<file path="src/rtl/assert_macros.svh">
// Assertion macros shared by the hash engine modules.
// Depends on nothing; define NO_ASSERTIONS to drop every check.
`ifndef ASSERT_MACROS_SVH
`define ASSERT_MACROS_SVH
`ifndef NO_ASSERTIONS
`define ASSERT_ALWAYS(lbl, prop, msg) \
    lbl: assert property (@(posedge clk) disable iff (!rst_n) (prop)) else $error(msg);
`define ASSERT_IMPLY(lbl, ante, cons, msg) \
    lbl: assert property (@(posedge clk) disable iff (!rst_n) (ante) |-> (cons)) else $error(msg);
`define ASSERT_NEXT(lbl, ante, cons, msg) \
    lbl: assert property (@(posedge clk) disable iff (!rst_n) (ante) |=> (cons)) else $error(msg);
`else
`define ASSERT_ALWAYS(lbl, prop, msg)
`define ASSERT_IMPLY(lbl, ante, cons, msg)
`define ASSERT_NEXT(lbl, ante, cons, msg)
`endif
`endif

</file>
<file path="src/rtl/sha2_buf_ram.sv">
// Block buffer: 16 x 64-bit synchronous RAM, one write and one read port.
// Read data is registered; depends on nothing.
module sha2_buf_ram (
    input  logic        clk,
    input  logic        we,
    input  logic [3:0]  waddr,
    input  logic [63:0] wdata,
    input  logic [3:0]  raddr,
    output logic [63:0] rdata
);

    logic [63:0] mem [16];
    logic [63:0] rdata_reg;

    always_ff @(posedge clk)
    begin
        if (we)
        begin
            mem[waddr] <= wdata;
        end
        rdata_reg <= mem[raddr];
    end

    assign rdata = rdata_reg;

endmodule

</file>
<file path="config.mk">
export PLATFORM = sky130hd
export DESIGN_NAME = sha2_buf_ram
export DESIGN_NICKNAME = d
export VERILOG_FILES = /design/src/rtl/assert_macros.svh /design/src/rtl/sha2_buf_ram.sv
export SDC_FILE = /design/constraint.sdc
export NUM_CORES = 1
export LEC_CHECK = 0
export ABC_AREA = 1
export BUFFER_PORTS_ARGS = -buffer_cell sky130_fd_sc_hd__buf_4
export CORE_ASPECT_RATIO = 1.2
export CORE_MARGIN = 5
export CORE_UTILIZATION = 25
export DETAILED_ROUTE_END_ITERATION = 12
export GPL_TIMING_DRIVEN = 0
export HOLD_SLACK_MARGIN = 0.03
export PLACE_DENSITY = 0.42
export SLEW_MARGIN = 30
export SYNTH_ARGS = -nofsm -noshare
export SYNTH_HDL_FRONTEND = slang
export SYNTH_SLANG_ARGS = --single-unit
</file>
<file path="constraint.sdc">
create_clock -name clk -period 7.16 [get_ports clk]
set_clock_uncertainty 0.15 [all_clocks]
set_input_delay 0.716 -clock clk [delete_from_list [all_inputs] [get_ports clk]]
set_output_delay 0.716 -clock clk [all_outputs]
set_load 0.02 [all_outputs]
</file>
==> impl_metrics.csv <==
group,metric,value,unit
placed_design,place_ws,3.857,ns
placed_design,io_buffers,135,
floorplan,die-area,189800,um^2
floorplan,rows,171,
timing,hold_viol_final,0,
floorplan,floorplan.die.height,476.2,um
drt,wirelength,158.3,mm
drt,wl_met2,75.63,mm
cells_and_area,nFillCells,18420,
setup_path,cp-start-kind,"input pin",
flow_run,cap_violations,0,
drt,routedWlPerCell,22.34,um
run_status,status,"finished, final reports clean",
yosys,synth_nets,4284,
clock_network,root_buffer,"clkbuf_16",
yosys,synthSimpleGateAreaFrac,19.85,%
clock_network,postCtsHoldBufs,0,
clock_network,clk_pin_slew_worst_paths,0.06,ns
yosys,synth_top_family_by_area,"simple AND/OR/NAND/NOR gates",
timing,fin_tns_setup,0,ns
clock_network,postCtsSetupBuffers,0,
floorplan,num_io_pins,138,
timing,worstMarginPinSlew,1.067,ns
setup_path,crit_required,7.57,ns
cells_and_area,syn2layout_area_growth,22.96,%
yosys,avgSynthCellArea,10.76,um^2
drt,routed.top_layer,"met5",
cells_and_area,drive_gt1_share,13.17,%
global_routing,grt_use_total,16.37,%
yosys,yosys_warnings,0,
drt,wl_met1,68.36,mm
pwr,max-vdd-ir-drop,0.2005,mV
drt,ant_nets,0,
timing,fin_hold_ws,0.1038,ns
placed_design,routabilityCongestion,0.7532,
timing,fmax,378.3,MHz
clock_network,h-tree-depth,3,
cells_and_area,post-route-cell-area,55680,um^2
yosys,synthCells,4210,
yosys,synthMuxAreaShare,0,%
drt,firstDrtPassIters,5,
yosys,ys_types,15,
placed_design,dpl-instance-area,51590,um^2
yosys,synth_fa_ha_area_share,0,%
global_routing,grt_max_degree,18,
yosys,ys_ff_latch,1088,
global_routing,antenna_found_initial,13,
floorplan,die_x,398.5,um
drt,drc,0,
floorplan,core,180600,um^2
yosys,syn_area,45290,um^2
hold_path,hold_path_class,"input pin to flop",
timing,min_period_over_period,36.92,%
clock_network,cts_max_path_buffers,3,
clock_network,cts.sink_count,1088,
timing,relSlewSlack,28.86,%
setup_path,cp.arrival,3.06,ns
yosys,ys_seq_area_share,70.73,%
global_routing,grt_pass1_vias,28890,
clock_network,cts_tree,"built",
cells_and_area,multiInputGateArea,9111,um^2
drt,dr_wl_met3,9.846,mm
clock_network,cts_made_buffers,121,
drt,dr_total_vias,30120,
cells_and_area,final_cell_mix,"1349 x nand2_1, 1024 x edfxtp_1, 771 x inv_1",
pwr,powerDensity,263.9,nW/um^2
floorplan,initial_core_util,25.08,%
setup_path,worst-path-max-fanout,10,
cells_and_area,largest_register_ffs,1024,
yosys,synth_xor_area_share,0,%
clock_network,clk_latency,0.76,ns
cells_and_area,regArea,32030,um^2
timing,drv_slew,0,
drt,drt_iter0_drc,2769,
pwr,p_leak,0.02326,uW
setup_path,critPathKind,"input pin to flop",
yosys,synth_compound_area_share,0,%
timing,period_minus_slack,2.643,ns
placed_design,dp_hpwl,107.8,mm
timing,setup_slack,4.517,ns
setup_path,cp-end-kind,"flop",
global_routing,grt-ovfl-total,0,
drt,viasPerCell,4.252,
global_routing,grt_pass1_wl,220.0,mm
timing,setup_violations,0,
cells_and_area,nNetsFinal,4622,
timing,rsz0062_at_grt,"false",
clock_network,post_cts_resized,0,
cells_and_area,final_common_cell,"nand2_1",
==> worst paths after layout <==
path	from	endpoint	slack, ns	cells past startpoint
worst max-delay path	raddr[2]	rdata[32]	4.52	6
worst min-delay path	wdata[38]	mem[6][38]	0.10	1
worst max register to register	mem[1][1]	rdata[1]	5.74	6
worst min register to register	mem[11][20]	rdata[20]	0.51	6
==> worst max-delay path: stages <==
cell,delay [ns]
buf_4,0.12
clkbuf_1,0.79
clkbuf_1,0.80
nand3_1,0.23
nand3_1,0.12
nand2_1,0.24
==> per-layer routing <==
metal	vias to the layer above	track usage, %
met5	-	0
met4	4	5.017
met3	218	2.964
met2	913	27.32
met1	14640	21.65
li1	14340	-
==> synthesized netlist by cell type (all sizes together) <==
library cell,count,area share [%]
nand2,1349,11
clkbuf,21,0.17
dfxtp,64,2.8
nand3b,2,0.033
buf,190,2.8
edfxtp,1024,68
nand3,769,8.5
inv,774,6.4
nor2,17,0.14
==> cells by family after synthesis <==
group	after synthesis
flops	1088
buf+inv	985
simple gates	2137
==> report_power, final <==
part           switching, uW  internal (uW)  total, uW  leakage (uW)
sequential              35.5           7120       7150       0.00979
clock                   2740           3660       6400       0.00199
combinational            816            326       1140        0.0115
total                   3600          11100      14700        0.0233
==> stage by stage <==
stage	instances	total power (uW)	utilization (%)
2_1_floorplan	4210	7825	-
4_1_cts	7075	14880	30.82
3_3_place_gp	6767	8405	27.32
6_report	7083	14690	30.84
5_1_grt	7075	15200	30.82
3_5_place_dp	6847	8442	28.57
==> cell type report <==
class,instances,share of cell area (%)
Clock buffer,149,5.880
Clock inverter,79,1.436
Inverter,774,5.227
Buffer,211,2.447
Antenna cell,8,0.03595
Sequential cell,1088,57.52
Tap cell,2422,5.442
Timing Repair Buffer,215,5.645
Multi-Input combinational cell,2137,16.36
No activity file was read; power rests on OpenSTA's default activity.
